==> config.mk <==
export PLATFORM = sky130hd
export DESIGN_NAME = tcw_ctrl
export DESIGN_NICKNAME = d
export VERILOG_FILES = /design/src/rtl/tcw_pkg.sv /design/src/rtl/tcw_ctrl.sv
export SDC_FILE = /design/constraint.sdc
export NUM_CORES = 1
export LEC_CHECK = 0
export ABC_CLOCK_PERIOD_IN_PS = 1850
export BUFFER_PORTS_ARGS = -buffer_cell sky130_fd_sc_hd__buf_2
export CORE_AREA = 2 2 39 41
export CTS_BUF_LIST = sky130_fd_sc_hd__clkbuf_2
export DETAILED_ROUTE_END_ITERATION = 12
export DIE_AREA = 0 0 41 43
export SYNTH_ARGS = -nofsm -noshare
export SYNTH_HDL_FRONTEND = slang
export SYNTH_SLANG_ARGS = --single-unit
==> constraint.sdc <==
create_clock -name clk -period 1.85 [get_ports clk]
set_input_delay 0.185 -clock clk [delete_from_list [all_inputs] [get_ports clk]]
set_output_delay 0.185 -clock clk [all_outputs]
set_load 0.01 [all_outputs]
==> src/rtl/tcw_pkg.sv <==
// Shared types and character codes for the text console writer.
`timescale 1ns / 1ps
`default_nettype none

package tcw_pkg;

    localparam logic [7:0] CLEAR_CODE = 8'd12;
    localparam logic [7:0] LF_CODE    = 8'd10;
    localparam logic [7:0] CR_CODE    = 8'd13;
    localparam logic [7:0] BLANK_CODE = 8'd32;

    typedef struct packed {
        logic capture;
        logic exec;
        logic rd_issue;
        logic sweep_wr;
        logic out_load;
    } cmd_t;

    typedef struct packed {
        logic is_read;
        logic need_sweep;
        logic sweep_last;
    } status_t;

endpackage

`default_nettype wire

==> src/rtl/tcw_ctrl.sv <==
// Controller state machine for the text console writer.
`timescale 1ns / 1ps
`default_nettype none

module tcw_ctrl (
    input  wire logic            clk,
    input  wire logic            rst_n,
    input  wire logic            in_valid,
    output logic                 in_ready,
    output logic                 out_valid,
    input  wire logic            out_ready,
    input  wire tcw_pkg::status_t status,
    output tcw_pkg::cmd_t        cmd
);

    typedef enum logic [5:0] {
        S_INIT  = 6'b000001,
        S_IDLE  = 6'b000010,
        S_EXEC  = 6'b000100,
        S_RADDR = 6'b001000,
        S_SWEEP = 6'b010000,
        S_DONE  = 6'b100000
    } state_t;

    state_t state_reg;
    state_t state_next;
    logic   out_valid_reg;
    logic   out_valid_next;
    logic   out_free;

    assign out_free  = !out_valid_reg || out_ready;
    assign in_ready  = (state_reg == S_IDLE);
    assign out_valid = out_valid_reg;

    always_comb
    begin
        state_next = state_reg;
        cmd        = '0;
        case (state_reg)
            S_INIT:
            begin
                cmd.sweep_wr = 1'b1;
                if (status.sweep_last)
                begin
                    state_next = S_IDLE;
                end
            end
            S_IDLE:
            begin
                if (in_valid)
                begin
                    cmd.capture = 1'b1;
                    state_next  = S_EXEC;
                end
            end
            S_EXEC:
            begin
                cmd.exec = 1'b1;
                if (status.is_read)
                begin
                    state_next = S_RADDR;
                end
                else if (status.need_sweep)
                begin
                    state_next = S_SWEEP;
                end
                else
                begin
                    state_next = S_DONE;
                end
            end
            S_RADDR:
            begin
                cmd.rd_issue = 1'b1;
                state_next   = S_DONE;
            end
            S_SWEEP:
            begin
                cmd.sweep_wr = 1'b1;
                if (status.sweep_last)
                begin
                    state_next = S_DONE;
                end
            end
            S_DONE:
            begin
                if (out_free)
                begin
                    cmd.out_load = 1'b1;
                    state_next   = S_IDLE;
                end
            end
            default:
            begin
                state_next = S_INIT;
            end
        endcase
    end

    always_comb
    begin
        out_valid_next = out_valid_reg;
        if (cmd.out_load)
        begin
            out_valid_next = 1'b1;
        end
        else if (out_ready)
        begin
            out_valid_next = 1'b0;
        end
    end

    always_ff @(posedge clk or negedge rst_n)
    begin
        if (!rst_n)
        begin
            state_reg     <= S_INIT;
            out_valid_reg <= 1'b0;
        end
        else
        begin
            state_reg     <= state_next;
            out_valid_reg <= out_valid_next;
        end
    end

endmodule

`default_nettype wire

==> results of run 1 <==
-- power groups by stage --
stage	registers, uW	clock network, uW	logic [uW]
after detailed placement	243	0	293
after floorplan	196	0	263
final	244	115	310
after global placement	245	0	293
after CTS	241	122	298
after global routing	251	134	344
-- critical path: cells and delay by family, from the launching register on --
| family | cells | cell delay, ns |
|---|---|---|
| buffers and inverters | 1 | 0.12 |
| flip-flops | 1 | 0.40 |
| AND/OR/NAND/NOR | 3 | 0.86 |
-- final cells by class --
type                            instances  area (sq um)
Clock buffer                            4         20.02
Tap cell                               16         20.02
Inverter                                2         7.507
Timing Repair Buffer                   18         105.1
Fill cell                             141         750.7
Multi-Input combinational cell         39         304.0
Sequential cell                         7         176.4
-- metrics by stage --
| step | cells | area (sq um) | hold WS, ns | TNS (ns) |
|---|---|---|---|---|
| after floorplan | 55 | 510.5 | -0.1106 | 0 |
| after global placement | 80 | 578.1 | 0.02376 | 0 |
| after detailed placement | 80 | 578.1 | 0.02372 | 0 |
| after CTS | 85 | 613.1 | 0.1658 | 0 |
| after global routing | 86 | 633.1 | 0.1620 | -0.04869 |
| final | 86 | 633.1 | 0.1784 | 0 |
-- per-layer routing --
layer  global-route usage, %  routed length [microns]
met1                   20.53                      516
met2                   23.13                      513
met3                   9.424                       59
met4                   2.000                        0
met5                       0                        0
-- cells by family after synthesis --
logic type / synth area share, %
AO/OA/AOI/OAI: 15.93
XOR/XNOR: 3.432
buffers and inverters: 9.315
flip-flops: 34.56
AND/OR/NAND/NOR: 36.76
-- what timing repair did --
action,CTS,global route
pin swaps,0,1
setup endpoints to repair,1,2
endpoints found under the hold margin,7,0
hold buffers,1,0
gates resized for setup,1,2
buffers inserted,0,1
-- worst paths after layout --
kind / startpoint / end / slack [ns]
max in group asynchronous: rst_n / state_reg[0]$_DFFE_PN1P_ / 1.32
worst min register to register: out_valid$_DFFE_PN0P_ / out_valid$_DFFE_PN0P_ / 0.57
min in group asynchronous: rst_n / out_valid$_DFFE_PN0P_ / 0.30
worst max-delay path: state_reg[5]$_DFFE_PN0P_ / cmd[4] / 0.06
worst max register to register: state_reg[5]$_DFFE_PN0P_ / state_reg[1]$_DFFE_PN0P_ / 0.30
worst min-delay path: in_valid / state_reg[2]$_DFFE_PN0P_ / 0.18
-- cells in the final DEF, fill, tap and decap left out --
cell | synthesis | layout
buf_2 | 2 | 13
dfrtp_1 | 6 | 6
clkbuf_2 | 0 | 4
buf_4 | 1 | 4
nor3b_1 | 3 | 3
and2_1 | 3 | 3
nor2b_1 | 3 | 3
nor4b_1 | 3 | 3
nor3_1 | 3 | 2
nor2_1 | 2 | 2
or4_1 | 2 | 2
o21ai_0 | 2 | 2
inv_1 | 2 | 2
a32o_1 | 2 | 2
or4_4 | 1 | 1
nor3b_4 | 0 | 1
or4b_4 | 1 | 1
nor3_4 | 0 | 1
xnor2_1 | 1 | 1
nand4b_1 | 1 | 1
nand2b_1 | 1 | 1
and2b_1 | 1 | 1
a21oi_1 | 1 | 1
o31ai_1 | 1 | 1
o311ai_0 | 1 | 1
o22ai_1 | 1 | 1
xor2_1 | 1 | 1
o211ai_1 | 1 | 1
a21o_1 | 1 | 1
o41ai_1 | 1 | 1
nand2_1 | 1 | 1
dlygate4sd3_1 | 0 | 1
dfstp_2 | 1 | 1
==> results_dict.tcl, run 1 <==
set metrics [dict create \
    pre_cts_slack_ns 0.2494 \
    p_switching_uw 256.3 \
    port_buffers 13 \
    hold_violations 0 \
    synth_most_common_cell "dfrtp_1" \
    grt-ovfl-total 0 \
    endpoint_kind "primary output" \
    ir_drop_uv 575.3 \
    grt_pass1_wl_microns 1821 \
    die_w_microns 41 \
    num_vias 467 \
    gp_congestion 0.7809 \
    critPathMaxFanout 3 \
    setup_viol 0 \
    dp_hpwl_microns 803.4 \
    cp_slowest_cell "or4b_4" \
    root_buffer "clkbuf_2" \
    arrival_ns 1.60 \
    maxSlewHeadroom_pct 73.33 \
    post-route-util_pct 45.75 \
    diodes 0 \
    syn_nets 62 \
    crit_type "reg2out" \
    path_cells "or4b_4 > nor3_4 > and2_1 > buf_2" \
    die_area_sq_mm 0.001763 \
    synth_seq_cells 7 \
    ys_top_cells_by_area "dfrtp_1, dfstp_2, nor4b_1" \
    ctsHtreeMaxLevel 1 \
    drcViolationCount 0 \
    syn-cell-area_sq_um 510.5 \
    yosysUniqueCellTypes 32 \
    first_iter_violations 8 \
    async_reset_ff_share_pct 100.0 \
    p_comb_share_pct 46.4 \
    skew_ns 0.003468 \
    ios 14 \
    drt_wl_total_microns 1089 \
    p_int_uw 412.7 \
    grt_max_degree 12 \
    tightest_slew_ns 0.4001 \
    grt_pass1_vias 422 \
    syn_area_per_cell_sq_um 9.282 \
    pwr-share-seq_pct 36.5 \
    wl_per_cell_microns 12.66 \
    startpoint_type "register" \
    yosysSeqAreaShare_pct 34.56 \
    finalCritPeriodShare_pct 96.69 \
    rsz0062_at_grt "yes" \
    cts.path.max_buffers 2 \
    grt_usage_pct 15.91 \
    cap_violations 0 \
    core.rowCount 14 \
    cpPeakStageDelay_ns 0.57 \
    power_frac_clock_pct 17.2 \
    yosysTopAreaCell "dfrtp_1" \
    holdPathStages 2 \
    p_total_uw 669.0 \
    min_path_type "in2reg" \
    synth_ff_type "dfrtp_1" \
    final_nets 78 \
    power.leakage_uw 0.0002958 \
    clk_pin_slew_worst_paths_ns 0.07 \
    synthCells 55 \
    worst_slack_ns 0.06123 \
    cts.sinks 7 \
    worstRegToRegCells 3 \
    outcome "finished clean" \
    antenna_found_initial 0 \
    fmax_mhz 559.0 \
    ys.warnings.count 0 \
    via_per_inst 5.430 \
    core_area_sq_mm 0.001384 \
    fin_crit_ns 1.789 \
    p_per_area_mw_per_mm2 1057 \
    first_pass_iters 3 \
    initial_core_util_pct 36.89 \
    swShare_pct 38.31 \
    yosysTopAreaCellShare_pct 29.41 \
    die_h_microns 43 \
    worstSkewPairLatency_ns 0.23 \
    cts_buffers 3 \
    cts_tree "built" \
    ant_nets 0 \
    crit_required_ns 1.66 \
    layout-area-overhead-vs-synth_pct 24.02 \
    maxSlewViolCount 0 \
    largest_register_ffs 6 \
    synth_edf_count 0 \
    drive_gt1_share_pct 37.14 \
]
(Power assumes the default switching activity.)
==> run 2, diff against run 1 <==
--- a/config.mk
+++ b/config.mk
@@ -5,7 +5,7 @@
 export SDC_FILE = /design/constraint.sdc
 export NUM_CORES = 1
 export LEC_CHECK = 0
-export ABC_CLOCK_PERIOD_IN_PS = 1850
+export ABC_CLOCK_PERIOD_IN_PS = 1400
 export BUFFER_PORTS_ARGS = -buffer_cell sky130_fd_sc_hd__buf_2
 export CORE_AREA = 2 2 39 41
 export CTS_BUF_LIST = sky130_fd_sc_hd__clkbuf_2
==> constraint.sdc (replaced) <==
create_clock -name clk -period 1.4 [get_ports clk]
set_input_delay 0.14 -clock clk [delete_from_list [all_inputs] [get_ports clk]]
set_output_delay 0.14 -clock clk [all_outputs]
set_load 0.01 [all_outputs]
==> run 2 against run 1 <==
Effect of this change:
- the flow now finishes with violations (negative setup slack)
- count of clock-buffer cells in the layout is the same
- critical endpoint unchanged
- largest power group unchanged
- largest cell class unchanged
- hold slack lost 0.018 ns
- utilization grew 10 points
- worst setup slack lost 0.37 ns
- clock power grew 32%
- global-route usage grew 4.7 points
- power grew 62%
- die area is the same
- cell count grew 13%
- sequential share of layout area shrank 5.2 points
- sequential power grew 20%
==> results_dict.tcl, run 2 (same netlist as run 1, synthesis figures left out) <==
set metrics [dict create \
    ant_nets 0 \
    skew_ns 0.01170 \
    setup_viol 10 \
    worstRegToRegCells 4 \
    drt_wl_total_microns 1384 \
    layout-area-overhead-vs-synth_pct 52.45 \
    final_cell_mix "buf_4, buf_2, dfrtp_1, clkbuf_2, nor2b_1" \
    num_vias 521 \
    wl_per_cell_microns 14.27 \
    drive_gt1_share_pct 54.32 \
    grt_pass1_wl_microns 2408 \
    cts_buffers 3 \
    power.leakage_uw 0.0003656 \
    dp_hpwl_microns 910.8 \
    initial_core_util_pct 36.89 \
    clk_pin_slew_worst_paths_ns 0.06 \
    diodes 0 \
    cts_tree "built" \
    p_per_area_mw_per_mm2 1392 \
    rsz0062_at_grt "yes" \
    grt_usage_pct 20.57 \
    cap_violations 0 \
    endpoint_kind "primary output" \
    worstSkewPairLatency_ns 0.24 \
    tightest_slew_ns 0.3098 \
    min_path_type "in2reg" \
    post-route-util_pct 56.24 \
    cp_slowest_cell "or4b_4" \
    antenna_found_initial 0 \
    root_buffer "clkbuf_2" \
    via_per_inst 5.371 \
    cts.sinks 7 \
    die_w_microns 41 \
    first_pass_iters 2 \
    worst_slack_ns -0.3125 \
    core_area_sq_mm 0.001384 \
    ios 14 \
    fmax_mhz 583.9 \
    first_iter_violations 1 \
    outcome "complete, but fails checks" \
    port_buffers 13 \
    path_cells "or4b_4 > nor3_4 > and2_1 > buf_2" \
    grt-ovfl-total 0 \
    core.rowCount 14 \
    arrival_ns 1.57 \
    layout_commonest_cell "buf_4" \
    cts.path.max_buffers 2 \
    finalCritPeriodShare_pct 122.3 \
    hold_violations 0 \
    cpPeakStageDelay_ns 0.56 \
    maxSlewHeadroom_pct 79.08 \
    maxSlewViolCount 0 \
    grt_max_degree 9 \
    crit_type "reg2out" \
    grt_pass1_vias 518 \
    drcViolationCount 0 \
    startpoint_type "register" \
    p_total_uw 1083 \
    gp_congestion 0.8140 \
    fin_crit_ns 1.712 \
    die_h_microns 43 \
    holdPathStages 2 \
    die_area_sq_mm 0.001763 \
    ctsHtreeMaxLevel 1 \
    critPathMaxFanout 3 \
    nFillCells 140 \
    largest_register_ffs 6 \
    final_nets 89 \
    violations "negative setup slack" \
    crit_required_ns 1.26 \
    ir_drop_uv 890.1 \
]
## run 2: cell type report
| type | count | area [sq um] | area share (%) |
|---|---|---|---|
| tap | 16 | 20.02 | 2.572 |
| sequential | 7 | 176.4 | 22.67 |
| timing repair buffer | 29 | 197.7 | 25.40 |
| inverter | 2 | 7.507 | 0.9646 |
| multi-input combinational | 39 | 356.6 | 45.82 |
| clock buffer | 4 | 20.02 | 2.572 |
## run 2: critical path, delay by kind of cell (launching register included)
| family | cells | cell delay [ns] |
|---|---|---|
| and+or+nand+nor | 3 | 0.83 |
| DFF | 1 | 0.39 |
| buffers and inverters | 1 | 0.12 |
## run 2: routing by layer
metal | global-route usage (%) | vias to the layer above | share of wire [%] | wire [microns]
li1 | - | 253 | - | -
met4 | 6.667 | 0 | 1.6 | 22
met1 | 25.83 | 252 | 39 | 534
met5 | 0 | - | 0 | 0
met2 | 30.31 | 14 | 55 | 755
met3 | 9.424 | 2 | 5.2 | 72
## run 2: stage by stage
stage               worst slack [ns]  TNS, ns  hold WS [ns]  cell area (sq um)  cells
CTS                          -0.3468   -1.960        0.1456              752.0     96
global placement             -0.1223  -0.4548      -0.02064              651.9     86
finish                       -0.3125   -1.905        0.1604              778.2     97
detailed placement           -0.1475  -0.4583      -0.02049              651.9     86
global route                 -0.4094   -2.796        0.1502              778.2     97
floorplan                    -0.1701  -0.7082       -0.1556              539.3     55
## run 2: power by group
part	leakage (uW)	internal, uW	switching [uW]
clock network	0.0000166	75.9	76.4
registers	0.0000927	250	44.5
logic	0.000256	333	303
total	0.000366	659	424
## run 2: worst paths after layout
| path | from | endpoint | slack, ns |
|---|---|---|---|
| setup reg to reg | state_reg[4]$_DFFE_PN0P_ | state_reg[1]$_DFFE_PN0P_ | -0.28 |
| setup / recovery | state_reg[4]$_DFFE_PN0P_ | cmd[4] | -0.31 |
| hold reg to reg | out_valid$_DFFE_PN0P_ | out_valid$_DFFE_PN0P_ | 0.56 |
| hold / removal | in_valid | state_reg[2]$_DFFE_PN0P_ | 0.16 |
| min in group asynchronous | rst_n | state_reg[5]$_DFFE_PN0P_ | 0.25 |
| max in group asynchronous | rst_n | state_reg[0]$_DFFE_PN1P_ | 0.92 |
## run 2: repair_timing
action / CTS / global route
setup endpoints to repair: 10 / 11
hold endpoints to repair: 7 / 0
hold buffers: 1 / 0
resized for setup: 5 / 6
buffers inserted: 5 / 1
pin swaps: 5 / 3
==> run 3, diff against run 2 <==
--- a/config.mk
+++ b/config.mk
@@ -11,6 +11,7 @@
 export CTS_BUF_LIST = sky130_fd_sc_hd__clkbuf_2
 export DETAILED_ROUTE_END_ITERATION = 12
 export DIE_AREA = 0 0 41 43
+export SKIP_CTS_REPAIR_TIMING = 1
 export SYNTH_ARGS = -nofsm -noshare
 export SYNTH_HDL_FRONTEND = slang
 export SYNTH_SLANG_ARGS = --single-unit
==> run 3 against run 2 <==
Effect of this change:
- the flow still finishes with violations (negative setup slack)
- utilization rose by 1.8 points
- clock power fell by 4%
- register-to-register slack improved by 0.13 ns
- count of clock-buffer cells in the layout did not move
- cell count rose by 2.1%
- non-clock buffer count rose by 2
- flip-flop and latch count did not move
- largest power group unchanged
- highest routed layer unchanged
==> results_dict.tcl, run 3 (same netlist as run 1, synthesis figures left out) <==
set metrics [dict create \
    outcome "complete, but fails checks" \
    violations "negative setup slack" \
    dp.cells 86 \
    p_int_uw 715.4 \
    cap_violations 0 \
    maxSlewViolCount 0 \
    grt_usage_pct 18.03 \
    clk_pin_slew_worst_paths_ns 0.07 \
    finalCritPeriodShare_pct 124.0 \
    crit_type "reg2out" \
    pre_cts_slack_ns -0.1475 \
    core.rowCount 14 \
    power_frac_clock_pct 12.8 \
    die_w_microns 41 \
    root_buffer "clkbuf_2" \
    cts_buffers 3 \
    port_buffers 13 \
    instances_no_fill 99 \
    first_pass_iters 4 \
    worstSkewPairLatency_ns 0.23 \
    setup_viol 11 \
    holdWs_ns 0.1541 \
    final_nets 91 \
    power.leakage_uw 0.0003805 \
    tightest_slew_ns 0.3166 \
    grt_max_degree 9 \
    post-route-util_pct 58.05 \
    arrival_ns 1.60 \
    critPathMaxFanout 3 \
    first_iter_violations 4 \
    antenna_found_initial 0 \
    grt_pass1_vias 467 \
    reg2reg_setup_slack_ns -0.15 \
    diodes 0 \
    cts_tree "built" \
    worst_slack_ns -0.3361 \
    fmax_mhz 576.0 \
    dp_hpwl_microns 910.8 \
    ios 14 \
    ant_nets 0 \
    drt_wl_total_microns 1340 \
    largest_register_ffs 6 \
    min_path_type "in2reg" \
    ir_drop_uv 894.3 \
    swShare_pct 37.42 \
    skew_ns 0.004498 \
    grt-ovfl-total 0 \
    ctsHtreeMaxLevel 1 \
    gp_congestion 0.8140 \
    seq_area_sq_um 177.7 \
    fin_crit_ns 1.736 \
    die_area_sq_mm 0.001763 \
    endpoint_kind "primary output" \
    grt_pass1_wl_microns 2076 \
    initial_core_util_pct 36.89 \
    drive_gt1_share_pct 57.83 \
    rsz0062_at_grt "yes" \
    layout-area-overhead-vs-synth_pct 57.35 \
    layout_commonest_cell "buf_4" \
    maxSlewHeadroom_pct 78.89 \
    core_area_sq_mm 0.001384 \
    cts.path.max_buffers 2 \
    hold_violations 0 \
    drcViolationCount 0 \
    die_h_microns 43 \
    p_per_area_mw_per_mm2 1423 \
    via_per_inst 5.465 \
    final_cell_mix "buf_4, buf_2, dfrtp_1, clkbuf_2, buf_6" \
    startpoint_type "register" \
    crit_required_ns 1.26 \
    cts.sinks 7 \
    wl_per_cell_microns 13.54 \
    num_vias 541 \
    multi_input_area_sq_um 357.8 \
    p_switching_uw 427.7 \
    p_comb_share_pct 60.9 \
    pwr-share-seq_pct 26.3 \
    nFillCells 131 \
]
run 3: cell count changes in the layout (fill, tap and decap cells not counted):
cell	before	now
buf_6	2	4
nor2_1	2	0
dfrtp_1	6	5
dfrtp_2	0	1
nor2_2	0	1
nor2_4	0	1
nor3_2	1	0
nor3_4	1	2
o21ai_0	1	2
o21ai_2	1	0
xnor2_2	0	1
xnor2_4	1	0
run 3: worst paths after layout:
kind,endpoint,cells after the start,startpoint
min reg2reg,out_valid$_DFFE_PN0P_,2,out_valid$_DFFE_PN0P_
min,state_reg[2]$_DFFE_PN0P_,2,in_valid
max in group asynchronous,state_reg[0]$_DFFE_PN1P_,2,rst_n
max,cmd[4],4,state_reg[5]$_DFFE_PN0P_
min in group asynchronous,out_valid$_DFFE_PN0P_,2,rst_n
max reg2reg,state_reg[1]$_DFFE_PN0P_,3,state_reg[5]$_DFFE_PN0P_
run 3: power by group through the flow:
stage          combinational (uW)  clock [uW]  sequential (uW)
2_1_floorplan                 381           0              259
3_3_place_gp                  509           0              296
3_5_place_dp                  507           0              296
4_1_cts                       510         156              292
5_1_grt                       763         164              309
6_report                      696         146              301
run 3: critical path, cell delays in order, from the launching register on:
cell and delay [ns]:
dfrtp_1 0.41, or4b_4 0.56, nor3_4 0.14, and2_1 0.14
buf_2 0.12
run 3: through the flow:
stage               cell area, sq um  TNS (ns)  power (uW)
floorplan                      539.3   -0.7082       640.0
global placement               651.9   -0.4548       804.7
detailed placement             651.9   -0.4583       803.4
CTS                            671.9    -1.943       957.6
global route                   803.3    -2.833        1237
finish                         803.3    -2.049        1143
run 3: cell type report:
| class | instances | area share, % |
|---|---|---|
| clock buffers | 4 | 2.492 |
| inverters | 2 | 0.9346 |
| multi-input cells | 39 | 44.55 |
| flip-flops and latches | 7 | 22.12 |
| well taps | 16 | 2.492 |
| repair buffers | 31 | 27.41 |
run 3: routing by layer:
layer	track usage [%]	routed length, microns
met5	0	0
met4	6.667	25
met3	9.948	83
met2	24.38	688
met1	23.51	542
